[src/hdl/lsf_pkg.sv]
// ----------------------------------------------------------------------------
// lsf_pkg - shared types and constants of the line fit unit
// sum widths, datapath widths, status codes and inter-module structs
// ----------------------------------------------------------------------------
`default_nettype none

package lsf_pkg;

    // set size and sample format
    localparam int MAX_PAIRS   = 1024;
    localparam int SAMPLE_W    = 16;
    localparam int CNT_W       = $clog2(MAX_PAIRS + 1);
    localparam int SUM_W       = SAMPLE_W + CNT_W;
    localparam int SQ_W        = 2 * SAMPLE_W + CNT_W;

    // shared multiplier: operands split into digits
    localparam int DIG_W       = 16;
    localparam int N_DIG       = (SQ_W + DIG_W - 1) / DIG_W;
    localparam int OP_W        = N_DIG * DIG_W;
    localparam int PP_W        = OP_W + DIG_W;
    localparam int PROD_W      = 2 * OP_W;
    localparam int N_PROD      = 6;
    localparam int PIDX_W      = $clog2(N_PROD);
    localparam int DIGC_W      = $clog2(N_DIG + 1);

    // divider
    localparam int DEN_W       = CNT_W + SQ_W;
    localparam int NUM_W       = SUM_W + SQ_W + 1;
    localparam int RES_W       = 32;
    localparam int SLOPE_SHIFT = 16;
    localparam int ICEPT_SHIFT = 8;
    localparam int DVD_W       = NUM_W + SLOPE_SHIFT;
    localparam int DCNT_W      = $clog2(DVD_W + 1);

    localparam logic [RES_W-1:0] RES_MAX = {1'b0, {(RES_W-1){1'b1}}};
    localparam logic [RES_W-1:0] RES_MIN = {1'b1, {(RES_W-1){1'b0}}};

    // queue between front and back
    localparam int QUEUE_DEPTH = 2;
    localparam int QPTR_W      = (QUEUE_DEPTH > 1) ? $clog2(QUEUE_DEPTH) : 1;
    localparam int QFILL_W     = $clog2(QUEUE_DEPTH + 1);

    typedef enum logic [1:0] {
        STATUS_OK       = 2'd0,
        STATUS_DEGEN    = 2'd1,
        STATUS_OVERFLOW = 2'd2
    } lsf_status_t;

    // snapshot of one finished set
    typedef struct packed {
        logic [CNT_W-1:0]        count;
        logic signed [SUM_W-1:0] sum_x;
        logic signed [SUM_W-1:0] sum_y;
        logic signed [SQ_W-1:0]  sum_xy;
        logic signed [SQ_W-1:0]  sum_xx;
        logic                    overflow;
    } lsf_sums_t;

    typedef struct packed {
        logic             start;
        logic             neg;
        logic             icept;
        logic [NUM_W-1:0] mag;
        logic [DEN_W-1:0] den;
    } lsf_div_req_t;

    typedef struct packed {
        logic             done;
        logic [RES_W-1:0] value;
    } lsf_div_rsp_t;

endpackage

`default_nettype wire

[src/hdl/lsf_pair_if.sv]
// ----------------------------------------------------------------------------
// lsf_pair_if - sample pair channel
// valid/ready channel carrying one (x, y) pair and the end-of-set mark
// ----------------------------------------------------------------------------
`default_nettype none

interface lsf_pair_if;
    import lsf_pkg::*;

    logic                       valid;
    logic                       ready;
    logic signed [SAMPLE_W-1:0] x_value;
    logic signed [SAMPLE_W-1:0] y_value;
    logic                       last_pair;

    modport source (output valid, output x_value, output y_value, output last_pair,
                    input ready);
    modport sink   (input valid, input x_value, input y_value, input last_pair,
                    output ready);
endinterface

`default_nettype wire

[src/hdl/lsf_front.sv]
// ----------------------------------------------------------------------------
// lsf_front - pair accumulator
// a pair a cycle unless q_full; keeps running sums, hands finished sets on
// ----------------------------------------------------------------------------
`default_nettype none

module lsf_front (
    input  wire logic              clk,
    input  wire logic              rst_n,
    lsf_pair_if.sink               pairs,
    output logic                   push,
    output lsf_pkg::lsf_sums_t     push_data,
    input  wire logic              q_full
);
    import lsf_pkg::*;

    logic [CNT_W-1:0]           count_reg;
    logic signed [SUM_W-1:0]    sum_x_reg;
    logic signed [SUM_W-1:0]    sum_y_reg;
    logic signed [SQ_W-1:0]     sum_xy_reg;
    logic signed [SQ_W-1:0]     sum_xx_reg;
    logic                       overflow_reg;

    logic                       accept;
    logic                       room;
    logic signed [2*SAMPLE_W-1:0] xy;
    logic signed [2*SAMPLE_W-1:0] xx;
    lsf_sums_t                  sums_next;

    assign pairs.ready = !q_full;
    assign accept      = pairs.valid && pairs.ready;
    assign room        = count_reg < CNT_W'(MAX_PAIRS);
    assign xy          = pairs.x_value * pairs.y_value;
    assign xx          = pairs.x_value * pairs.x_value;

    always_comb
    begin
        sums_next.count    = count_reg;
        sums_next.sum_x    = sum_x_reg;
        sums_next.sum_y    = sum_y_reg;
        sums_next.sum_xy   = sum_xy_reg;
        sums_next.sum_xx   = sum_xx_reg;
        sums_next.overflow = overflow_reg;
        if (room)
        begin
            sums_next.count  = count_reg + 1'b1;
            sums_next.sum_x  = sum_x_reg + SUM_W'(pairs.x_value);
            sums_next.sum_y  = sum_y_reg + SUM_W'(pairs.y_value);
            sums_next.sum_xy = sum_xy_reg + SQ_W'(xy);
            sums_next.sum_xx = sum_xx_reg + SQ_W'(xx);
        end
        else
        begin
            // set full: pair dropped
            sums_next.overflow = 1'b1;
        end
    end

    assign push      = accept && pairs.last_pair;
    assign push_data = sums_next;

    always_ff @(posedge clk or negedge rst_n)
    begin
        if (!rst_n)
        begin
            count_reg    <= '0;
            sum_x_reg    <= '0;
            sum_y_reg    <= '0;
            sum_xy_reg   <= '0;
            sum_xx_reg   <= '0;
            overflow_reg <= 1'b0;
        end
        else if (accept)
        begin
            if (pairs.last_pair)
            begin
                count_reg    <= '0;
                sum_x_reg    <= '0;
                sum_y_reg    <= '0;
                sum_xy_reg   <= '0;
                sum_xx_reg   <= '0;
                overflow_reg <= 1'b0;
            end
            else
            begin
                count_reg    <= sums_next.count;
                sum_x_reg    <= sums_next.sum_x;
                sum_y_reg    <= sums_next.sum_y;
                sum_xy_reg   <= sums_next.sum_xy;
                sum_xx_reg   <= sums_next.sum_xx;
                overflow_reg <= sums_next.overflow;
            end
        end
    end

endmodule

`default_nettype wire

[src/flat_wrapper.sv]
// flat-port wrapper written by rule: the top's interface ports become plain ports
module lsf_front_flat import lsf_pkg::*;
  (clk, rst_n, push, push_data, q_full, pairs_valid, pairs_x_value, pairs_y_value, pairs_last_pair, pairs_ready);
  lsf_pair_if pairs_i ();
  input  wire logic clk;
  input  wire logic rst_n;
  output logic push;
  output lsf_pkg::lsf_sums_t push_data;
  input  wire logic q_full;
  input wire logic [$bits(pairs_i.valid)-1:0] pairs_valid;
  input wire logic [$bits(pairs_i.x_value)-1:0] pairs_x_value;
  input wire logic [$bits(pairs_i.y_value)-1:0] pairs_y_value;
  input wire logic [$bits(pairs_i.last_pair)-1:0] pairs_last_pair;
  output wire logic [$bits(pairs_i.ready)-1:0] pairs_ready;
  assign pairs_i.valid = pairs_valid;
  assign pairs_i.x_value = pairs_x_value;
  assign pairs_i.y_value = pairs_y_value;
  assign pairs_i.last_pair = pairs_last_pair;
  assign pairs_ready = pairs_i.ready;
  lsf_front u_core (.clk(clk), .rst_n(rst_n), .pairs(pairs_i), .push(push), .push_data(push_data), .q_full(q_full));
endmodule
[config.mk]
export PLATFORM = sky130hd
export DESIGN_NAME = lsf_front_flat
export DESIGN_NICKNAME = d
export VERILOG_FILES = /design/src/hdl/lsf_pkg.sv /design/src/hdl/lsf_pair_if.sv /design/src/hdl/lsf_front.sv /design/src/flat_wrapper.sv
export SDC_FILE = /design/constraint.sdc
export NUM_CORES = 2
export LEC_CHECK = 0
export ABC_AREA = 0
export BUFFER_PORTS_ARGS = -buffer_cell sky130_fd_sc_hd__clkbuf_2
export CAP_MARGIN = 20
export CORE_MARGIN = 4
export CORE_UTILIZATION = 50
export DETAILED_ROUTE_END_ITERATION = 16
export PLACE_DENSITY = 0.66
export SLEW_MARGIN = 30
export SYNTH_ARGS = -nofsm -noshare
export SYNTH_HDL_FRONTEND = slang
export SYNTH_SLANG_ARGS = --single-unit
[constraint.sdc]
create_clock -name clk -period 10.57 [get_ports clk]
set_input_delay 1.5855 -clock clk [delete_from_list [all_inputs] [get_ports clk]]
set_output_delay 1.5855 -clock clk [all_outputs]
set_load 0.1 [all_outputs]
==> impl_summary.log <==
INFO  metric fillers = 6193
INFO  metric cts_num_sinks = 152
INFO  metric finalInstanceArea = 37000 um2
INFO  metric clockRootBuffer = clkbuf_16
INFO  metric synthDominantCellAreaShare = 38.5%
INFO  metric dp_hpwl = 66700 um
INFO  metric netlist_area = 34000 um2
INFO  metric timing.critical_path.fanout_max = 20
INFO  metric tritoncts_clock_tree = built
INFO  metric maxCapViolCount = 0
INFO  metric ctsLongestPathBuffers = 2
INFO  metric syn_nets = 4707
INFO  metric grt-ovfl-total = 0
INFO  metric drtPass1Iterations = 6
INFO  metric nets = ~4800
INFO  metric synthesis.yosys.warnings = 0
INFO  metric fin_worst_skew = approximately 0.016 ns
INFO  metric synth-seq-area-share = around 11%
INFO  metric postRouteAntennaNets = 0
INFO  metric track_usage = between 20% and 30%
INFO  metric drive_gt1_share = 9.20%
INFO  metric run_status = complete, no violations
INFO  metric cts_resized = 0
INFO  metric synthTopCellsByArea = fa_1 (38%), ha_1 (11%), dfrtp_1 (11%), inv_1 (9.0%), nand2_1 (4.9%)
INFO  metric synth_seq_cells = 152
INFO  metric antenna_violations_before_repair = 7
INFO  metric placeableCoreArea = 67300 um2
INFO  metric hold_path.class = reg2reg
INFO  metric critical_path_slowest_stage_cell = fa_1
INFO  metric fin_setup_tns = 0 ns
INFO  metric critical_path.top_delay_family = adder cells
INFO  metric post_drt_wl_per_cell = 17.5 um
INFO  metric required_time_reported_for_the_critical_path_endpoint = 8.98 ns
INFO  metric finalCritPeriodShare = between 90 and 100%
INFO  metric synthMostInstantiatedCell = inv_1
INFO  metric dr.first_iter.drc_count = 1412
INFO  metric worst-setup-path-type = in2out
INFO  metric area.growth.synth_to_final = 8.90%
INFO  metric slew-limit-headroom = 42.7%
INFO  metric max_freq = 97.6 MHz
INFO  metric synth-edff-count = 0
INFO  metric grt_first_pass_wirelength = roughly 140000 um
INFO  metric critical-path-max-stage-delay = around 0.54 ns
INFO  metric syn-mean-instance-area = between 9 and 10 um2
INFO  metric count_of_cell_types_in_the_netlist = 84
INFO  metric path_buf_inv = 9
INFO  metric placement.io_buffers = 190
INFO  metric critical_path.endpoint_type = output port
INFO  metric htreeDepth = 4
INFO  metric routabilityCongestion = 0.878
INFO  metric num_io_pins = 191
INFO  metric tightestPinTransition = 0.857 ns
INFO  metric worstPathArrival = 8.66 ns
INFO  metric hold_buffers = 0
INFO  metric maxSlewViolCount = 0
INFO  metric y_dimension_of_the_die = approximately 270 um
INFO  metric post-place-ws = between 0.3 and 0.4 ns
INFO  metric floorplan.die.width = 269 um
INFO  metric vias_per_cell = 5.34
INFO  metric fin_util = between 50% and 60%
INFO  metric synth-main-ff-cell = dfrtp_1
INFO  metric drc = 0
INFO  metric synthCells = approximately 3700
INFO  metric timing.final.setup_violations = 0
INFO  metric clk_lat_worst_skew = about 0.51 ns
INFO  metric postRouteWirelength = approximately 83000 um
INFO  metric placement.cell_area = between 30000 and 40000 um2
INFO  metric clk_pin_slew = 0.07 ns
INFO  metric netlist.top_cell.by_area = fa_1
INFO  metric async_reset_ff_share = 100%
INFO  metric fin_crit = slightly above 10 ns
INFO  metric worst_setup_path_start_kind = input pin
INFO  metric synth.cells.most_frequent = inv_1 (814), fa_1 (653), nand2_1 (442)
INFO  metric rows = 95
INFO  metric cts_made_buffers = 17
INFO  metric finalHoldViolCount = 0
INFO  metric setup_ws = between 0.3 and 0.4 ns
INFO  metric number_of_global_route_vias_before_repair = approximately 26000
INFO  metric maximum_number_of_pins_on_one_net_before_global_route_repair = 77
INFO  metric initial_core_util = 50.5%
INFO  metric cts_setup_buffers = 0
INFO  metric routed_vias = ~25000
INFO  metric design.die.area = 72200 um2
-- path summary, 6_finish.rpt --
path / start / endpoint / slack, ns / cells after the start
max: pairs_x_value[5] / push_data[40] / 0.32 / 27
min: u_core.sum_x_reg[19] / u_core.sum_x_reg[19] / 0.52 / 2
max reg2reg: u_core.sum_xx_reg[3] / u_core.sum_xx_reg[39] / 4.56 / 21
min reg2reg: u_core.sum_x_reg[19] / u_core.sum_x_reg[19] / 0.52 / 2
max in group asynchronous: rst_n / u_core.count_reg[10] / 7.51 / 3
min in group asynchronous: rst_n / u_core.sum_xy_reg[8] / 1.00 / 1
-- worst min-delay path, cell delays in order (launching register included) --
cell     delay (ns)
dfrtp_1        0.37
nand2_1        0.05
o21ai_0        0.06
-- stage by stage --
step           hold slack [ns]  instances
2_1_floorplan            0.476       3708
3_3_place_gp             0.493       4688
3_5_place_dp             0.506       4688
4_1_cts                  0.523       4720
5_1_grt                  0.542       4721
6_report                 0.519       4723
-- metal layers --
| metal | global-route usage (%) | wire (um) | vias up |
|---|---|---|---|
| li1 | - | - | 11819 |
| met1 | 32.8 | 36100 | 12706 |
| met2 | 40.2 | 39300 | 591 |
| met3 | 5.23 | 5440 | 110 |
| met4 | 6.87 | 2080 | 4 |
| met5 | 0 | 34 | - |
-- cell usage in the layout (no fill, tap or decap), types with 5 or more instances in the layout --
master / synthesis / layout
o22ai_1: 7 / 7
clkbuf_2: 0 / 154
xnor2_1: 99 / 99
a22o_1: 87 / 87
a211o_1: 7 / 7
clkbuf_16: 0 / 17
a21o_1: 64 / 64
dfrtp_1: 152 / 151
a31oi_1: 11 / 11
o211ai_1: 6 / 6
inv_1: 814 / 814
o21ai_0: 213 / 183
buf_12: 0 / 26
nand2b_1: 27 / 27
nand4_1: 11 / 11
or3_1: 5 / 5
nand3_1: 27 / 27
nor2b_1: 17 / 17
a31o_2: 8 / 8
o21a_1: 12 / 12
fa_1: 653 / 653
nor3_1: 16 / 16
buf_4: 0 / 63
nor2_1: 88 / 87
mux2_2: 19 / 19
ha_1: 309 / 309
or2_2: 6 / 6
and2_1: 169 / 169
a211oi_1: 14 / 14
nand2_1: 442 / 440
and3_1: 14 / 14
o21ai_1: 12 / 34
o21ai_2: 4 / 11
inv_6: 0 / 5
a21oi_1: 94 / 94
inv_8: 0 / 5
xor2_1: 49 / 49
o21bai_1: 18 / 18
o31ai_1: 9 / 7
-- cells by family (layout without fill, tap and decap cells) --
group                    count (synthesis)  in the layout  share of synthesized area, %
buffers and inverters                  957           1096                          10.6
multiplexers                            23             23                         0.748
AND/OR/NAND/NOR                        840            840                          11.5
other                                    0              3                             0
XOR/XNOR                               148            148                          3.82
adder cells (fa/ha/maj)                962            962                          49.9
AO/OA/AOI/OAI                          626            626                          12.2
flip-flops                             152            152                          11.2
-- cell type report --
cell class	count	area, um2	share of cell area, %
clock buffer	17	425	1.15
inverter	816	3060	8.28
sequential	152	3810	10.3
antenna	3	7.51	0.0203
clock inverter	15	151	0.409
tap	873	1090	2.95
multi-input combinational	2599	26600	72.0
timing repair buffer	248	1800	4.87
Power is left out: the tool's default activity adds up to more than one toggle a clock period on the data nets, which glitch-free logic cannot reach.
