<file path="config.mk">
export PLATFORM = sky130hd
export DESIGN_NAME = lsf_div
export DESIGN_NICKNAME = d
export VERILOG_FILES = /design/src/hdl/lsf_pkg.sv /design/src/hdl/lsf_div.sv
export SDC_FILE = /design/constraint.sdc
export NUM_CORES = 1
export LEC_CHECK = 0
export ABC_AREA = 1
export BUFFER_PORTS_ARGS = -buffer_cell sky130_fd_sc_hd__buf_4
export CORE_ASPECT_RATIO = 0.8
export CORE_MARGIN = 1
export CORE_UTILIZATION = 60
export CTS_BUF_LIST = sky130_fd_sc_hd__clkbuf_16
export DETAILED_ROUTE_END_ITERATION = 7
export PLACE_DENSITY = 0.8
export SLEW_MARGIN = 5
export SYNTH_ARGS = -nofsm -noshare
export SYNTH_HDL_FRONTEND = slang
export SYNTH_SLANG_ARGS = --single-unit
</file>
<file path="constraint.sdc">
create_clock -name clk -period 11.4 [get_ports clk]
set_input_delay 1.14 -clock clk [delete_from_list [all_inputs] [get_ports clk]]
set_output_delay 1.14 -clock clk [all_outputs]
set_load 0.05 [all_outputs]
</file>
<file path="src/hdl/lsf_pkg.sv">
// ----------------------------------------------------------------------------
// lsf_pkg - shared types and constants of the line fit unit
// sum widths, datapath widths, status codes and inter-module structs
// ----------------------------------------------------------------------------
`default_nettype none

package lsf_pkg;

    // set size and sample format
    localparam int MAX_PAIRS   = 1024;
    localparam int SAMPLE_W    = 16;
    localparam int CNT_W       = $clog2(MAX_PAIRS + 1);
    localparam int SUM_W       = SAMPLE_W + CNT_W;
    localparam int SQ_W        = 2 * SAMPLE_W + CNT_W;

    // shared multiplier: operands split into digits
    localparam int DIG_W       = 16;
    localparam int N_DIG       = (SQ_W + DIG_W - 1) / DIG_W;
    localparam int OP_W        = N_DIG * DIG_W;
    localparam int PP_W        = OP_W + DIG_W;
    localparam int PROD_W      = 2 * OP_W;
    localparam int N_PROD      = 6;
    localparam int PIDX_W      = $clog2(N_PROD);
    localparam int DIGC_W      = $clog2(N_DIG + 1);

    // divider
    localparam int DEN_W       = CNT_W + SQ_W;
    localparam int NUM_W       = SUM_W + SQ_W + 1;
    localparam int RES_W       = 32;
    localparam int SLOPE_SHIFT = 16;
    localparam int ICEPT_SHIFT = 8;
    localparam int DVD_W       = NUM_W + SLOPE_SHIFT;
    localparam int DCNT_W      = $clog2(DVD_W + 1);

    localparam logic [RES_W-1:0] RES_MAX = {1'b0, {(RES_W-1){1'b1}}};
    localparam logic [RES_W-1:0] RES_MIN = {1'b1, {(RES_W-1){1'b0}}};

    // queue between front and back
    localparam int QUEUE_DEPTH = 2;
    localparam int QPTR_W      = (QUEUE_DEPTH > 1) ? $clog2(QUEUE_DEPTH) : 1;
    localparam int QFILL_W     = $clog2(QUEUE_DEPTH + 1);

    typedef enum logic [1:0] {
        STATUS_OK       = 2'd0,
        STATUS_DEGEN    = 2'd1,
        STATUS_OVERFLOW = 2'd2
    } lsf_status_t;

    // snapshot of one finished set
    typedef struct packed {
        logic [CNT_W-1:0]        count;
        logic signed [SUM_W-1:0] sum_x;
        logic signed [SUM_W-1:0] sum_y;
        logic signed [SQ_W-1:0]  sum_xy;
        logic signed [SQ_W-1:0]  sum_xx;
        logic                    overflow;
    } lsf_sums_t;

    typedef struct packed {
        logic             start;
        logic             neg;
        logic             icept;
        logic [NUM_W-1:0] mag;
        logic [DEN_W-1:0] den;
    } lsf_div_req_t;

    typedef struct packed {
        logic             done;
        logic [RES_W-1:0] value;
    } lsf_div_rsp_t;

endpackage

`default_nettype wire

</file>
<file path="src/hdl/lsf_div.sv">
// ----------------------------------------------------------------------------
// lsf_div - restoring divider
// one quotient bit a cycle, round half away from zero, saturate to q16.16
// ----------------------------------------------------------------------------
`default_nettype none

module lsf_div (
    input  wire logic                 clk,
    input  wire logic                 rst_n,
    input  wire lsf_pkg::lsf_div_req_t req,
    output lsf_pkg::lsf_div_rsp_t     rsp
);
    import lsf_pkg::*;

    typedef enum logic {
        D_IDLE,
        D_RUN
    } div_state_t;

    div_state_t         state_reg;
    logic [DVD_W-1:0]   dvd_reg;
    logic [DEN_W-1:0]   rem_reg;
    logic [DEN_W-1:0]   den_reg;
    logic [RES_W-1:0]   q_reg;
    logic               over_reg;
    logic               neg_reg;
    logic [DCNT_W-1:0]  cnt_reg;
    logic               done_reg;
    logic [RES_W-1:0]   value_reg;

    logic [DEN_W:0]     r2;
    logic [DEN_W:0]     r_sub;
    logic               ge;
    logic [RES_W:0]     mag_r;
    logic               sat;
    logic [RES_W-1:0]   result;

    // once the dividend is shifted out its top bit reads zero, so the last
    // step gives the rounding bit
    assign r2    = {rem_reg, dvd_reg[DVD_W-1]};
    assign ge    = r2 >= {1'b0, den_reg};
    assign r_sub = r2 - {1'b0, den_reg};
    assign mag_r = {1'b0, q_reg} + (RES_W + 1)'(ge);
    assign sat   = over_reg || (|mag_r[RES_W:RES_W-1]);

    always_comb
    begin
        if (sat)
        begin
            result = neg_reg ? RES_MIN : RES_MAX;
        end
        else
        begin
            result = neg_reg ? (RES_W'(0) - mag_r[RES_W-1:0]) : mag_r[RES_W-1:0];
        end
    end

    assign rsp.done  = done_reg;
    assign rsp.value = value_reg;

    always_ff @(posedge clk or negedge rst_n)
    begin
        if (!rst_n)
        begin
            state_reg <= D_IDLE;
            dvd_reg   <= '0;
            rem_reg   <= '0;
            den_reg   <= '0;
            q_reg     <= '0;
            over_reg  <= 1'b0;
            neg_reg   <= 1'b0;
            cnt_reg   <= '0;
            done_reg  <= 1'b0;
            value_reg <= '0;
        end
        else
        begin
            // one-cycle pulse as the quotient is latched
            done_reg <= (state_reg == D_RUN) && (cnt_reg == DCNT_W'(DVD_W));
            unique case (state_reg)
                D_IDLE:
                begin
                    if (req.start)
                    begin
                        dvd_reg   <= req.icept ? (DVD_W'(req.mag) << ICEPT_SHIFT)
                                               : (DVD_W'(req.mag) << SLOPE_SHIFT);
                        den_reg   <= req.den;
                        neg_reg   <= req.neg;
                        rem_reg   <= '0;
                        q_reg     <= '0;
                        over_reg  <= 1'b0;
                        cnt_reg   <= '0;
                        state_reg <= D_RUN;
                    end
                end
                D_RUN:
                begin
                    if (cnt_reg == DCNT_W'(DVD_W))
                    begin
                        value_reg <= result;
                        state_reg <= D_IDLE;
                    end
                    else
                    begin
                        rem_reg  <= ge ? r_sub[DEN_W-1:0] : r2[DEN_W-1:0];
                        q_reg    <= {q_reg[RES_W-2:0], ge};
                        over_reg <= over_reg || q_reg[RES_W-1];
                        dvd_reg  <= dvd_reg << 1;
                        cnt_reg  <= cnt_reg + 1'b1;
                    end
                end
                default:
                begin
                    state_reg <= D_IDLE;
                end
            endcase
        end
    end

endmodule

`default_nettype wire

</file>
==> results.json, run 1 <==
{
  "coreArea_sq_mm": 0.0285,
  "synth_flop_cell": "dfrtp_1",
  "syn2layout_area_growth_pct": 13.5,
  "grt_max_degree": 157,
  "p_leak_nw": 9.64,
  "die_w_microns": 193,
  "max-clock-path-buffers": 3,
  "final-seq-area_sq_mm": 0.00656,
  "clk_latency_ns": 0.57,
  "ys_types": 52,
  "grt_overflow_total": 0,
  "fin_hold_ws_ns": 0.489,
  "dp_slack_ns": 6.78,
  "wl_per_cell_microns": 18.5,
  "grt_pass1_wl_microns": 87100,
  "start_util": 0.616,
  "synth_nets": 2724,
  "hp-class": "flip-flop to flip-flop",
  "fin_crit_sh": 0.425,
  "multi_input_area_sq_mm": 0.00933,
  "drc_errors": 10,
  "io_pins": 163,
  "num_vias": 17742,
  "syn-cell-area_sq_mm": 0.0175,
  "fillers": 2266,
  "clkTransAtPathRegs_ns": 0.07,
  "yosys.cell_count.top_type": "nand2_1",
  "synth_seq_cells": 262,
  "drt_wl_total_microns": 56000,
  "p_int_w": 0.00350,
  "failed_checks": "design-rule violations",
  "synth_area_per_cell_sq_um": 6.92,
  "max_freq_mhz": 206,
  "yosysTopAreaCellShare": 0.374,
  "end_kind": "flip-flop",
  "die_h_microns": 155,
  "gp_congestion": 1.06,
  "critPathKind": "flip-flop to flip-flop",
  "maxCapViolCount": 0,
  "root_buffer": "clkbuf_16",
  "diodes": 0,
  "cts_tree": "built",
  "arrival_ns": 5.30,
  "power_switching_w": 0.00390,
  "power_w": 0.00741,
  "syn_inst": 2535,
  "post-dp-hpwl_microns": 40900,
  "power_density_mw_per_mm2": 372,
  "grt_pass1_vias": 16224,
  "cp_slowest_cell": "a21oi_4",
  "worst_slack_ns": 6.56,
  "htreeDepth": 1,
  "max_stage_delay_ns": 0.53,
  "io_buffers": 162,
  "synth_sequential_area_ratio": 0.374,
  "hold_end": "dvd_reg[59]",
  "r2r-start": "rem_reg[21]",
  "synth_commonest_cells": "nand2_1 (682), inv_1 (334), o21ai_0 (275), nor2_1 (267), dfrtp_1 (262)",
  "irDropWorstVdd_uv": 235,
  "drive_gt1_frac": 0.109,
  "clock_skew_ns": 0.0163,
  "path_cells": "ha_1 > a21oi_1 > o21ai_0 > inv_1 > nand2_1 > a21oi_1 > nand2_1 > nand3_1 > nand3_2 > ha_1 > ha_1 > nand2_2 > nor2_4 > nand2_4 > nor2_8 > nand4_1 > nand2_1 > a21oi_4 > nor2_1 > nor2_4 > o21ai_0 > o21a_1",
  "worstHoldStart": "dvd_reg[59]",
  "rsz0062_at_grt": "no",
  "numCtsBuffers": 27,
  "first_iter_violations": 1975,
  "sw_frac_of_total": 0.527,
  "worst_setup_path_start_kind": "flip-flop",
  "grt_antenna_before_repair": 0,
  "postRouteAntennaNets": 0,
  "worst-path-max-fanout": 26,
  "r2r_setup_slack_ns": 6.56,
  "maxSlewViolCount": 0,
  "yosys.area.top_type": "dfrtp_1",
  "fin_nets": 2831,
  "postCtsHoldBufs": 0,
  "clkSinkCount": 262,
  "synth.area.top_cells": "dfrtp_1 (37%), nand2_1 (15%), o21ai_0 (7.8%)",
  "postCtsSetupRepairBufs": 0,
  "status": "finished with violations",
  "clkPwrFrac": 0.132,
  "finalHoldViolCount": 0,
  "row_count": 55,
  "tns_ns": 0,
  "finalSetupViolCount": 0,
  "async_reset_ff_frac": 1.00,
  "largest_register_ffs": 79,
  "yosysWarnings": 0,
  "reg2reg_to": "value_reg[4]",
  "required_ns": 11.85,
  "dr.pass1.iters": 8,
  "cts.repair.resized": 0,
  "seq_power_share": 0.227,
  "tightestPinTransition_ns": 1.10,
  "p_comb_frac": 0.642,
  "routed_via_density": 5.85,
  "r2r_cells": 22,
  "holdPathStages": 2,
  "grt_usage": 0.371,
  "die-area_sq_mm": 0.0299,
  "synth_edf_count": 0,
  "maxSlewHeadroom": 0.268,
  "period_minus_slack_ns": 4.84
}
per-layer routing:
layer | GRT usage | up-vias | routed length [microns]
met3 | 0.0708 | 84 | 5760
met5 | 0 | - | 0
met2 | 0.526 | 975 | 23200
li1 | - | 8460 | -
met1 | 0.584 | 8223 | 26200
met4 | 0.0685 | 0 | 906
cells by family (layout without fill, tap and decap cells):
logic type	count (synthesis)	in the layout	share of synthesized area
AO/OA/AOI/OAI	555	555	0.184
XOR/XNOR	52	52	0.0264
adder cells (fa/ha/maj)	59	59	0.0425
buffers and inverters	436	564	0.0954
flip-flops	262	262	0.374
AND/OR/NAND/NOR	1171	1171	0.277
worst max-delay path: cells and delay by family (launching register included):
family / cells / cell delay (ns)
AO/OA/AOI/OAI: 6 / 1.54
adder cells (fa/ha/maj): 3 / 0.84
buffers and inverters: 1 / 0.10
AND/OR/NAND/NOR: 12 / 1.83
flip-flops: 1 / 0.41
cell usage in the layout, fill, tap and decap left out, types with 11 or more instances in the layout:
cell type,n
a21oi_1,93
a221oi_1,46
a2bb2oi_1,14
a31oi_1,23
buf_4,172
clkbuf_16,27
dfrtp_1,261
ha_1,58
inv_1,335
nand2_1,681
nand2_2,16
nand3_1,115
nand4_1,29
nor2_1,263
nor2_2,11
nor3_1,16
o211ai_1,11
o21ai_0,275
o21ai_1,13
o22ai_1,42
or2_2,20
xnor2_1,24
xor2_1,27
per-stage QoR:
stage | util | area, sq um | cells
after detailed placement | 0.665 | 19000 | 2983
after global placement | 0.665 | 19000 | 2983
after CTS | 0.699 | 19900 | 3033
final | 0.699 | 19900 | 3033
after floorplan | - | 17500 | 2535
after global routing | 0.699 | 19900 | 3033
worst max-delay path by stage:
stage	startpoint	slack, ns	to
finish	rem_reg[21]	6.56	value_reg[4]
detailed placement	rem_reg[31]	6.78	value_reg[4]
CTS	rem_reg[21]	6.72	value_reg[4]
global placement	rem_reg[22]	6.89	value_reg[2]
global route	rem_reg[21]	6.33	value_reg[4]
floorplan	rem_reg[19]	7.55	value_reg[23]
final cells by class:
cell class	instances	share of cell area
clock inverter	23	0.0142
timing repair buffer	174	0.0666
inverter	340	0.0641
tap	370	0.0232
clock buffer	27	0.0339
multi-input combinational	1837	0.469
sequential	262	0.329
power groups by stage:
stage	clock (W)	combinational, W	sequential (W)
floorplan	0	0.00325	0.00172
global placement	0	0.00442	0.00165
detailed placement	0	0.00456	0.00167
CTS	0.000979	0.00462	0.00167
global route	0.00101	0.00522	0.00172
finish	0.000975	0.00475	0.00168
No activity file was read; power rests on OpenSTA's default activity.
==> inputs of run 2 (changes only) <==
Clock period 11.4 ns to 4.8 ns, I/O delays scaled along.
==> run 2 against run 1 <==
Compared with the run above: the run still ends with design-rule violations left; non-clock buffer count rose by 5; critical path depth is 2 higher; first-iteration DRC count increased by 7.7%; via count is 0.34% higher; sequential share of layout area rose by 0.12 points; largest cell class unchanged; sequential power grew 140%; wire length is 0.74% lower; combinational power is 140% higher; die area is the same.
==> results.json, run 2 (synthesis results as in run 1) <==
{
  "worst_setup_path_start_kind": "flip-flop",
  "grt_antenna_before_repair": 0,
  "routed_via_density": 5.86,
  "irDropWorstVdd_uv": 710,
  "hp-class": "input pin to flip-flop",
  "final_util": 0.696,
  "end_kind": "flip-flop",
  "diodes": 0,
  "worstHoldStart": "req[27]",
  "maxCapViolCount": 0,
  "syn2layout_area_growth_pct": 13.1,
  "r2r_setup_slack_ns": 0.38,
  "io_pins": 163,
  "die-area_sq_mm": 0.0299,
  "cp_slowest_cell": "dfrtp_1",
  "status": "finished with violations",
  "post-dp-hpwl_microns": 41100,
  "layout_commonest_cell": "nand2_1",
  "power_w": 0.0174,
  "root_buffer": "clkbuf_16",
  "num_vias": 17802,
  "rsz0062_at_grt": "no",
  "drt_wl_total_microns": 55600,
  "grt_usage": 0.372,
  "placed_cells": 2987,
  "coreArea_sq_mm": 0.0285,
  "htreeDepth": 1,
  "crit_top_cell": "nand2_1",
  "io_buffers": 162,
  "r2r-start": "rem_reg[18]",
  "path_cells": "ha_1 > nand2_1 > nor2_1 > inv_1 > nor2_1 > nand4_1 > nand2_1 > nand3_1 > nand3_2 > ha_1 > ha_1 > nand2_2 > nor2_4 > nand2_4 > nor2_1 > nand2_1 > nand2_1 > nor2_1 > nand2_1 > nor2_2 > nand2_2 > nand2_2 > o21ai_0 > a2bb2oi_1",
  "path_buf_inv": 1,
  "max-clock-path-buffers": 3,
  "first_iter_violations": 2128,
  "arrival_ns": 4.86,
  "cts.repair.resized": 0,
  "tightestPinTransition_ns": 1.04,
  "numCtsBuffers": 27,
  "clock_skew_ns": 0.0171,
  "clkSinkCount": 262,
  "drc_errors": 7,
  "cts_tree": "built",
  "path_delay_family": "simple AND/OR/NAND/NOR gates",
  "clkTransAtPathRegs_ns": 0.07,
  "required_ns": 5.24,
  "grt_pass1_vias": 16284,
  "gp_congestion": 1.02,
  "drive_gt1_frac": 0.109,
  "finalSetupViolCount": 0,
  "grt_pass1_wl_microns": 87100,
  "die_h_microns": 155,
  "postRouteAntennaNets": 0,
  "power_density_mw_per_mm2": 875,
  "tns_ns": 0,
  "fin_crit_sh": 0.921,
  "p_leak_nw": 9.62,
  "maxSlewHeadroom": 0.310,
  "layout_common_cells": "nand2_1 (681), inv_1 (334), o21ai_0 (275)",
  "fin_nets": 2836,
  "row_count": 55,
  "wl_per_cell_microns": 18.3,
  "maxSlewViolCount": 0,
  "clk_latency_ns": 0.59,
  "max_freq_mhz": 226,
  "dr.pass1.iters": 8,
  "setup.worst_path.start": "rem_reg[18]",
  "max_stage_delay_ns": 0.39,
  "die_w_microns": 193,
  "critPathKind": "flip-flop to flip-flop",
  "failed_checks": "design-rule violations",
  "grt_overflow_total": 0,
  "period_minus_slack_ns": 4.42,
  "stdcell_count": 3037,
  "start_util": 0.616,
  "largest_register_ffs": 79,
  "finalHoldViolCount": 0,
  "grt_max_degree": 193,
  "worst-path-max-fanout": 8
}
## run 2: cell types whose count changed in the layout (fill, tap and decap cells not counted)
cell,before,now
clkinv_2,2,4
buf_12,1,2
inv_16,0,1
bufinv_16,6,1
buf_4,172,175
dlygate4sd3_1,0,1
clkinvlp_4,3,1
inv_6,4,2
clkinv_1,7,12
inv_8,0,1
inv_1,335,334
## run 2: area by class of cell
class	count	area (sq um)
fill	2321	8650
clock buffer	27	676
tap	370	463
inverter	340	1280
clock inverter	22	156
timing repair buffer	179	1380
sequential	262	6560
multi-input combinational	1837	9330
## run 2: repair_timing
action	CTS	global route
hold buffers	1	0
endpoints found under the hold margin	88	0
setup buffers	0	0
## run 2: power by group
group	internal (W)	switching [W]
clock network	0.00109	0.000959
logic	0.00370	0.00763
registers	0.00329	0.000702
## run 2: worst paths after layout
path,endpoint,depth (start not counted)
max,value_reg[17],24
min,den_reg[27],3
max reg2reg,value_reg[17],24
min reg2reg,dvd_reg[12],2
max in group asynchronous,den_reg[17],3
min in group asynchronous,value_reg[16],2
## run 2: metrics by stage
step / hold slack, ns / area, sq um / setup WS (ns)
finish: 0.112 / 19800 / 0.379
global route: 0.110 / 19800 / 0.0447
CTS: 0.0963 / 19800 / 0.485
detailed placement: 0.473 / 19000 / 0.520
global placement: 0.462 / 19000 / 0.617
floorplan: 0.184 / 17500 / 0.952
## run 2: layer usage
| metal | track usage | up-vias | part of all wire |
|---|---|---|---|
| li1 | - | 8498 | - |
| met1 | 0.568 | 8287 | 0.46 |
| met3 | 0.113 | 87 | 0.12 |
| met2 | 0.515 | 930 | 0.41 |
| met4 | 0.0778 | 0 | 0.018 |
| met5 | 0 | - | 0 |
## run 2: worst min-delay path, stage by stage
cell and delay [ns]:
buf_4 0.07, nand2_1 0.04, o21ai_0 0.05
