**src/hdl/lsf_pkg.sv**
```systemverilog
// ----------------------------------------------------------------------------
// lsf_pkg - shared types and constants of the line fit unit
// sum widths, datapath widths, status codes and inter-module structs
// ----------------------------------------------------------------------------
`default_nettype none

package lsf_pkg;

    // set size and sample format
    localparam int MAX_PAIRS   = 1024;
    localparam int SAMPLE_W    = 16;
    localparam int CNT_W       = $clog2(MAX_PAIRS + 1);
    localparam int SUM_W       = SAMPLE_W + CNT_W;
    localparam int SQ_W        = 2 * SAMPLE_W + CNT_W;

    // shared multiplier: operands split into digits
    localparam int DIG_W       = 16;
    localparam int N_DIG       = (SQ_W + DIG_W - 1) / DIG_W;
    localparam int OP_W        = N_DIG * DIG_W;
    localparam int PP_W        = OP_W + DIG_W;
    localparam int PROD_W      = 2 * OP_W;
    localparam int N_PROD      = 6;
    localparam int PIDX_W      = $clog2(N_PROD);
    localparam int DIGC_W      = $clog2(N_DIG + 1);

    // divider
    localparam int DEN_W       = CNT_W + SQ_W;
    localparam int NUM_W       = SUM_W + SQ_W + 1;
    localparam int RES_W       = 32;
    localparam int SLOPE_SHIFT = 16;
    localparam int ICEPT_SHIFT = 8;
    localparam int DVD_W       = NUM_W + SLOPE_SHIFT;
    localparam int DCNT_W      = $clog2(DVD_W + 1);

    localparam logic [RES_W-1:0] RES_MAX = {1'b0, {(RES_W-1){1'b1}}};
    localparam logic [RES_W-1:0] RES_MIN = {1'b1, {(RES_W-1){1'b0}}};

    // queue between front and back
    localparam int QUEUE_DEPTH = 2;
    localparam int QPTR_W      = (QUEUE_DEPTH > 1) ? $clog2(QUEUE_DEPTH) : 1;
    localparam int QFILL_W     = $clog2(QUEUE_DEPTH + 1);

    typedef enum logic [1:0] {
        STATUS_OK       = 2'd0,
        STATUS_DEGEN    = 2'd1,
        STATUS_OVERFLOW = 2'd2
    } lsf_status_t;

    // snapshot of one finished set
    typedef struct packed {
        logic [CNT_W-1:0]        count;
        logic signed [SUM_W-1:0] sum_x;
        logic signed [SUM_W-1:0] sum_y;
        logic signed [SQ_W-1:0]  sum_xy;
        logic signed [SQ_W-1:0]  sum_xx;
        logic                    overflow;
    } lsf_sums_t;

    typedef struct packed {
        logic             start;
        logic             neg;
        logic             icept;
        logic [NUM_W-1:0] mag;
        logic [DEN_W-1:0] den;
    } lsf_div_req_t;

    typedef struct packed {
        logic             done;
        logic [RES_W-1:0] value;
    } lsf_div_rsp_t;

endpackage

`default_nettype wire

```
**src/hdl/lsf_queue.sv**
```systemverilog
// ----------------------------------------------------------------------------
// lsf_queue - set queue
// short fifo of finished sets between accumulator and solver
// ----------------------------------------------------------------------------
`default_nettype none

module lsf_queue (
    input  wire logic              clk,
    input  wire logic              rst_n,
    input  wire logic              push,
    input  wire lsf_pkg::lsf_sums_t push_data,
    output logic                   full,
    input  wire logic              pop,
    output lsf_pkg::lsf_sums_t     head,
    output logic                   empty
);
    import lsf_pkg::*;

    lsf_sums_t          entry_reg [QUEUE_DEPTH];
    logic [QPTR_W-1:0]  wr_ptr_reg;
    logic [QPTR_W-1:0]  rd_ptr_reg;
    logic [QFILL_W-1:0] fill_reg;

    function automatic logic [QPTR_W-1:0] ptr_inc(input logic [QPTR_W-1:0] p);
        ptr_inc = (p == QPTR_W'(QUEUE_DEPTH - 1)) ? '0 : p + 1'b1;
    endfunction

    assign full  = fill_reg == QFILL_W'(QUEUE_DEPTH);
    assign empty = fill_reg == '0;
    assign head  = entry_reg[rd_ptr_reg];

    always_ff @(posedge clk)
    begin
        if (push)
        begin
            entry_reg[wr_ptr_reg] <= push_data;
        end
    end

    always_ff @(posedge clk or negedge rst_n)
    begin
        if (!rst_n)
        begin
            wr_ptr_reg <= '0;
            rd_ptr_reg <= '0;
            fill_reg   <= '0;
        end
        else
        begin
            if (push)
            begin
                wr_ptr_reg <= ptr_inc(wr_ptr_reg);
            end
            if (pop)
            begin
                rd_ptr_reg <= ptr_inc(rd_ptr_reg);
            end
            if (push && !pop)
            begin
                fill_reg <= fill_reg + 1'b1;
            end
            else if (pop && !push)
            begin
                fill_reg <= fill_reg - 1'b1;
            end
        end
    end

endmodule

`default_nettype wire

```
**config.mk**
```make
export PLATFORM = sky130hd
export DESIGN_NAME = lsf_queue
export DESIGN_NICKNAME = d
export VERILOG_FILES = /design/src/hdl/lsf_pkg.sv /design/src/hdl/lsf_queue.sv
export SDC_FILE = /design/constraint.sdc
export NUM_CORES = 1
export LEC_CHECK = 0
export BUFFER_PORTS_ARGS = -buffer_cell sky130_fd_sc_hd__buf_2
export CAP_MARGIN = 30
export CORE_ASPECT_RATIO = 1.4
export CORE_MARGIN = 2
export CORE_UTILIZATION = 54
export CTS_BUF_LIST = sky130_fd_sc_hd__clkbuf_4
export CTS_CLUSTER_DIAMETER = 120
export CTS_CLUSTER_SIZE = 14
export DETAILED_ROUTE_END_ITERATION = 12
export MAX_ROUTING_LAYER = met4
export PLACE_DENSITY = 0.89
export SLEW_MARGIN = 20
export SYNTH_ARGS = -nofsm -noshare
export SYNTH_HDL_FRONTEND = slang
export SYNTH_SLANG_ARGS = --single-unit
```
**constraint.sdc**
```tcl
create_clock -name clk -period 10.3 [get_ports clk]
set_input_delay 2.06 -clock clk [delete_from_list [all_inputs] [get_ports clk]]
set_output_delay 2.06 -clock clk [all_outputs]
set_load 0.02 [all_outputs]
```
==> key figures, run 1 <==
Global routing
  – Met3 Resource Use GR: 4.00%
  – Vias in the first global route: 5930
  – Largest net degree at the start of global routing: between 150 and 200
  – Global-route track usage on met1: roughly a fifth
  – Antenna violations before repair: 8
  – GR Util met2: between 30 and 40%
  – Busiest layer in global routing: met2
  – First-pass GRT wire length: around 31 mm
  – Grt ovf: 0
  – All-Layer GR Usage: 18.2%

Detailed routing
  – Via count: ~5600
  – Detailed Route WL: between 20 and 25 mm
  – Remaining DRCs: 0
  – Final ANT Viol Nets: 0
  – Pre-Repair DR Iteration Count: 4
  – Via density: 5.12
  – Initial DRC count: around 350
  – WL/cell: ~19 um

Clock network
  – Total CTS buffers: 25
  – CTS root buf: clkbuf_4
  – Clk_lat worst skew: about 0.67 ns
  – CTS Hold Bufs: 0
  – Max clock buf depth: 3
  – Htree depth: 1
  – Post-CTS Setup Bufs: 0
  – Clk slew on worst S/H paths: roughly 0.15 ns
  – Clk sink count: approximately 300
  – TritonCTS clock tree: built
  – Post-cts resize count: 0

Layout
  – Fillcell total: about 1400
  – Area grow syn2layout: 19.1%
  – Post-layout util: 64.9%
  – Nets: between 900 and 1000
  – Max reg flops: 304
  – Layout cells sized above 1: between 60 and 70%

Worst setup path
  – CP Capture Point: head[28]
  – Critical R2R Capture: entry_reg[1][37]
  – Worst-case reg-to-reg path depth: 2
  – Worst path depth: 3
  – Critical path fanouts, max: 60
  – Crit Path Class: reg2out
  – Crit-path cells: buf_4 -> mux2_2 -> buf_2
  – RR Startpoint: wr_ptr_reg
  – Crit path from: rd_ptr_reg
  – Crit. End Element: output port
  – Crit path buffers/inverters: 2
  – Register-to-register setup slack: between 8 and 9 ns
  – Worst Path Required: approximately 8.2 ns
  – Critical path's slowest cell: dfrtp_4
  – Startpoint class of the critical path: register
  – Delay-heaviest family, CP: buffers and inverters
  – Critical Path AT: approximately 2.9 ns
  – Critical Path Max Stage Delay: around 0.79 ns

Timing
  – Slew HR: between 40% and 50%
  – Worst Tran Pin Value: around 0.87 ns
  – RSZ-0062 raised after global routing: false
  – Final worst-path cycle share: between 40% and 50%
  – Slew Viols, Final: 0
  – Fmax achieved: roughly 200 MHz
  – Final hold viol count: 0
  – Final setup viols: 0
  – Final Skew: roughly 0.024 ns
  – Setup TNS: 0 ns
  – Fin crit period: 4.95 ns

Synth
  – Largest family of logic cells by synthesized area: multiplexers
  – Sequential fraction of the synthesis area: between 80% and 90%
  – Syn Area/Cell: 23.4 um^2
  – Complex-gate fraction of the synthesized area: 0%
  – Mapped Area: approximately 11000 um^2
  – Xor and xnor area share after synthesis: 0.383%
  – Top_reg_cell synth: edfxtp_1
  – Synth area leaders: edfxtp_1 (80%), mux2_4 (9.2%), mux2_2 (8.1%)
  – FFs w/ async S/R, synth: between 1 and 1.5%
  – Cells after synthesis: between 400 and 500
  – Number of synthesized register bits: 308
  – EDFF count, synth: a little over 300
  – Synth Net Count: roughly 650
  – Yosys warns: 0
  – Share of the synthesized area in the top cell type: between 70% and 80%
  – Mux contribution to synthesized area: about 17%
  – Simple logic cell fraction of the synthesized area: less than 1%
  – Synth Area in Adders: less than 1%
  – Most common cell in the synthesized netlist: edfxtp_1
  – Count of cell types in the netlist: 13
  – Most instantiated cells after synthesis: edfxtp_1 (304), mux2_2 (82), mux2_4 (70)
  – Yosys top cell by area: edfxtp_1

Worst hold path
  – Hold crit path type: reg2reg

Pwr
  – Leakage: about 5.3 nW
  – PwrDens: 266 nW/um^2
  – Worst VDD drop: around 0.18 mV

Floorplan
  – Cell row count: between 60 and 70
  – Core Region: between 20000 and 25000 um^2
  – DIE AREA: approximately 22000 um^2
  – Vert. Die Dim: between 150 and 200 um
  – Initial Util: 54.5%
  – IO Pins: 310
  – Die width: 127 um

Job
  – Max Cap Viol: 0

Place
  – Post-DP HPWL: around 14 mm
  – # port buffers: between 300 and 400
  – RD Place Congestion: between 0.7 and 0.8

Run status
  – Status: complete, no violations
## worst min-delay path by stage
stage | start | to | cells after the start
after floorplan | wr_ptr_reg | wr_ptr_reg | 1
after global placement | fill_reg[1] | fill_reg[1] | 1
after detailed placement | fill_reg[1] | fill_reg[1] | 1
after CTS | fill_reg[1] | fill_reg[1] | 1
after global routing | fill_reg[1] | fill_reg[1] | 1
final | fill_reg[1] | fill_reg[1] | 1
## worst reg2reg max path: stages, from the launching register on
cell and delay (ns):
dfrtp_1 0.45, and2_4 0.55, buf_4 0.75
## layout by cell type, fill, tap and decap left out, drive strengths merged
| cell | instances |
|---|---|
| buf | 315 |
| edfxtp | 304 |
| mux2 | 152 |
| clkbuf | 45 |
| diode | 8 |
| xor2 | 4 |
| dfrtp | 4 |
| nor2 | 2 |
| nor2b | 2 |
| inv | 1 |
| and2 | 1 |
| xnor2 | 1 |
| ha | 1 |
## cell type report
| class | count | area [um^2] | area share (%) |
|---|---|---|---|
| sequential | 308 | 9230 | 67.8 |
| multi-input combinational | 163 | 2070 | 15.2 |
| timing repair buffer | 315 | 1620 | 11.9 |
| clock buffer | 45 | 338 | 2.48 |
| tap | 260 | 325 | 2.39 |
| antenna | 8 | 20.0 | 0.147 |
| inverter | 1 | 3.75 | 0.0276 |
## where the power goes
| part | switching, W | leakage (nW) | internal (W) |
|---|---|---|---|
| Sequential | 0.0000863 | 2.90 | 0.00166 |
| Combinational | 0.000769 | 2.21 | 0.000560 |
| Clock | 0.000348 | 0.207 | 0.000194 |
| Total | 0.00120 | 5.31 | 0.00242 |
## routing by layer
layer	routed length [um]	part of all wire, %	vias to the layer above
li1	-	-	2606
met1	7640	37	2739
met2	11100	53	237
met3	1380	6.6	50
met4	713	3.4	0
met5	0	0	-
## metrics by stage
stage	setup WS, ns	hold slack (ns)	area, um^2	power [W]	cells
global route	5.15	0.536	13600	0.00378	1100
finish	5.35	0.513	13600	0.00362	1100
global placement	5.94	0.480	13200	0.00308	1046
CTS	5.28	0.516	13600	0.00366	1092
floorplan	0.983	0.455	11400	0.00278	489
detailed placement	6.06	0.492	13300	0.00312	1047
## kinds of logic (layout without fill, tap and decap cells)
kind of cell	after synthesis	after routing
buffers and inverters	18	361
xor gates and xnor gates	5	5
DFF	308	308
adders and majority gates	1	1
and+or+nand+nor	5	5
other	0	8
muxes	152	152
(Power assumes the default switching activity.)
==> run 2, diff against run 1 <==
--- a/config.mk
+++ b/config.mk
@@ -5,6 +5,7 @@
 export SDC_FILE = /design/constraint.sdc
 export NUM_CORES = 1
 export LEC_CHECK = 0
+export ABC_AREA = 1
 export BUFFER_PORTS_ARGS = -buffer_cell sky130_fd_sc_hd__buf_2
 export CAP_MARGIN = 30
 export CORE_ASPECT_RATIO = 1.4
==> constraint.sdc (replaced) <==
create_clock -name clk -period 4.7 [get_ports clk]
set_input_delay 0.94 -clock clk [delete_from_list [all_inputs] [get_ports clk]]
set_output_delay 0.94 -clock clk [all_outputs]
set_load 0.02 [all_outputs]
==> run 2 against run 1 <==
  * Non-clock buffer count grew 5
  * Sequential cell count is the same
  * Sequential power grew 120%
  * Utilization is essentially flat
  * Final area is essentially flat
  * Synthesized cell count grew 1.8%
  * Sequential share of layout area is essentially flat
  * Wire length grew 1.2%
  * Die area grew 0.17%
  * Worst hold slack lost 0.061 ns
  * Register-to-register slack lost 5.5 ns
  * Critical endpoint is now head[29]
  * Count of clock-buffer cells in the layout shrank 10
==> key figures, run 2 <==
Timing
  – RSZ-0062 raised after global routing: false
  – Final worst-path cycle share: around 72%
  – Fmax achieved: between 200 and 300 MHz
  – Setup TNS: 0 ns
  – Final hold viol count: 0
  – Fin crit period: 3.37 ns
  – Slew HR: 49.1%
  – Final Skew: between 0.02 and 0.025 ns
  – Final setup viols: 0
  – Slew Viols, Final: 0
  – Worst Tran Pin Value: ~0.76 ns

Synth
  – EDFF count, synth: between 300 and 400
  – Yosys top cell by area: edfxtp_1
  – Yosys warns: 0
  – Synth area leaders: edfxtp_1 (80%), mux2_4 (9.2%), mux2_2 (8.1%)
  – Count of cell types in the netlist: 14
  – Xor and xnor area share after synthesis: 0.229%
  – Synth Area in Adders: less than 1%
  – Largest family of logic cells by synthesized area: multiplexers
  – Mapped Area: 11500 um^2
  – Complex-gate fraction of the synthesized area: 0%
  – Most common cell in the synthesized netlist: edfxtp_1
  – Share of the synthesized area in the top cell type: about 80%
  – Number of synthesized register bits: between 300 and 400
  – Simple logic cell fraction of the synthesized area: less than 1%
  – Mux contribution to synthesized area: roughly 17%
  – Syn Area/Cell: 23.0 um^2
  – Top_reg_cell synth: edfxtp_1
  – Sequential fraction of the synthesis area: just over 80%
  – Synth Net Count: 655
  – Most instantiated cells after synthesis: edfxtp_1 (304), mux2_2 (82), mux2_4 (70)
  – Cells after synthesis: around 500
  – FFs w/ async S/R, synth: under 10%

Global routing
  – First-pass GRT wire length: 30.7 mm
  – Largest net degree at the start of global routing: a little under 90
  – All-Layer GR Usage: about 18%
  – Vias in the first global route: around 6000
  – Antenna violations before repair: 6
  – Grt ovf: 0

Clock network
  – TritonCTS clock tree: built
  – Max clock buf depth: 3
  – Clk_lat worst skew: roughly 0.66 ns
  – Clk sink count: 308
  – Clk slew on worst S/H paths: roughly 0.15 ns
  – Htree depth: 1
  – Total CTS buffers: 25
  – CTS root buf: clkbuf_4

Layout
  – Nets: between 900 and 1000
  – Area grow syn2layout: 18.9%
  – Fillcell total: between 1000 and 1500
  – Non-Filler Instances: 1102
  – Layout cells sized above 1: between 60% and 70%
  – Design area: between 10000 and 15000 um^2
  – Most common cell after layout, fill and taps aside: buf_2
  – Most frequent cells in the layout: buf_2 (309), edfxtp_1 (304), mux2_2 (82), mux2_4 (70), clkbuf_4 (35)
  – Max reg flops: between 300 and 400

Detailed routing
  – Pre-Repair DR Iteration Count: 4
  – Initial DRC count: 300
  – Via count: roughly 5700
  – Via density: about 5.2
  – Remaining DRCs: 0
  – Final ANT Viol Nets: 0
  – Detailed Route WL: about 21 mm
  – WL/cell: between 15 and 20 um

Floorplan
  – Die width: about 130 um
  – DIE AREA: roughly 22000 um^2
  – Core Region: approximately 21000 um^2
  – Cell row count: 63
  – IO Pins: 310
  – Initial Util: 54.6%
  – Vert. Die Dim: 176 um

Pwr
  – Cell-internal power: approximately 0.0052 W
  – Worst VDD drop: around 0.47 mV
  – Comb power frac: a little under two fifths
  – Clk pwr share: about 14%
  – Sequential Power Share: 48.5%
  – Tot Pwr: around 0.0078 W
  – Leakage: between 5 and 6 nW
  – Switching pwr: roughly 0.0026 W
  – Sw Ratio: 33.5%
  – PwrDens: a little under 600 nW/um^2

Worst setup path
  – Crit. End Element: output port
  – Crit path buffers/inverters: 2
  – Register-to-register setup slack: between 2 and 3 ns
  – Worst Path Required: between 3 and 4 ns
  – Critical Path Max Stage Delay: 0.64 ns
  – Crit-path cells: buf_12 -> mux2_2 -> buf_2
  – Critical path's slowest cell: dfrtp_4
  – Delay-heaviest family, CP: flip-flops
  – Startpoint class of the critical path: register
  – Crit Path Class: reg2out
  – Critical path fanouts, max: 87
  – Critical Path AT: roughly 2.4 ns

Place
  – Dpl cells: ~1100
  – Post-DP HPWL: 14.4 mm
  – Post-DP Area: approximately 13000 um^2
  – # port buffers: approximately 300
  – RD Place Congestion: 0.813

Worst hold path
  – Hold crit path type: in2reg

Job
  – Max Cap Viol: 0

Run status
  – Status: complete, no violations
-- run 2: area by class of cell --
type / count / area [um^2] / share of cell area [%]
multi-input cells: 166 / 2060 / 15.1
well taps: 260 / 325 / 2.39
repair buffers: 320 / 1680 / 12.4
flip-flops and latches: 308 / 9230 / 67.8
clock buffers: 35 / 263 / 1.93
diodes: 6 / 15.0 / 0.110
inverters: 7 / 31.3 / 0.230
-- run 2: cells by family after synthesis --
| kind of cell | Yosys count |
|---|---|
| and+or+nand+nor | 10 |
| buffers and inverters | 24 |
| xor gates and xnor gates | 3 |
| adders and majority gates | 1 |
| muxes | 152 |
| DFF | 308 |
-- run 2: per-stage QoR --
step           worst slack (ns)  utilization (%)  hold WS (ns)
6_report                   1.33             64.9         0.452
5_1_grt                    1.19             64.9         0.384
4_1_cts                    1.23             64.6         0.368
3_5_place_dp               2.03             63.3         0.504
3_3_place_gp               2.06             63.3         0.481
2_1_floorplan             0.262                -         0.463
-- run 2: worst paths after layout --
kind,end,cells after the start,start
worst max register to register,entry_reg[1][149],3,wr_ptr_reg
worst max-delay path,head[29],3,rd_ptr_reg
min in group asynchronous,fill_reg[0],2,rst_n
worst min register to register,fill_reg[1],2,fill_reg[1]
worst min-delay path,entry_reg[1][103],1,push_data[103]
max in group asynchronous,rd_ptr_reg,2,rst_n
-- run 2: power groups by stage --
stage / Clock [W] / Combinational, W / Sequential (W)
detailed placement: 0 / 0.00296 / 0.00388
CTS: 0.00113 / 0.00297 / 0.00382
finish: 0.00108 / 0.00296 / 0.00380
global placement: 0 / 0.00292 / 0.00384
global route: 0.00120 / 0.00314 / 0.00385
floorplan: 0 / 0.00220 / 0.00384
-- run 2: routing by layer --
layer,global-route usage [%],share of wire [%],up-vias
met5,-,0,-
met4,8.33,4.1,0
met1,19.8,36,2796
li1,-,-,2631
met2,32.0,53,247
met3,4.12,7.3,67
-- run 2: what timing repair did --
item	4_1_cts	5_1_grt
setup endpoints to repair	0	0
endpoints found under the hold margin	4	0
hold buffers	1	0
gates resized for setup	0	0
buffers inserted	0	0
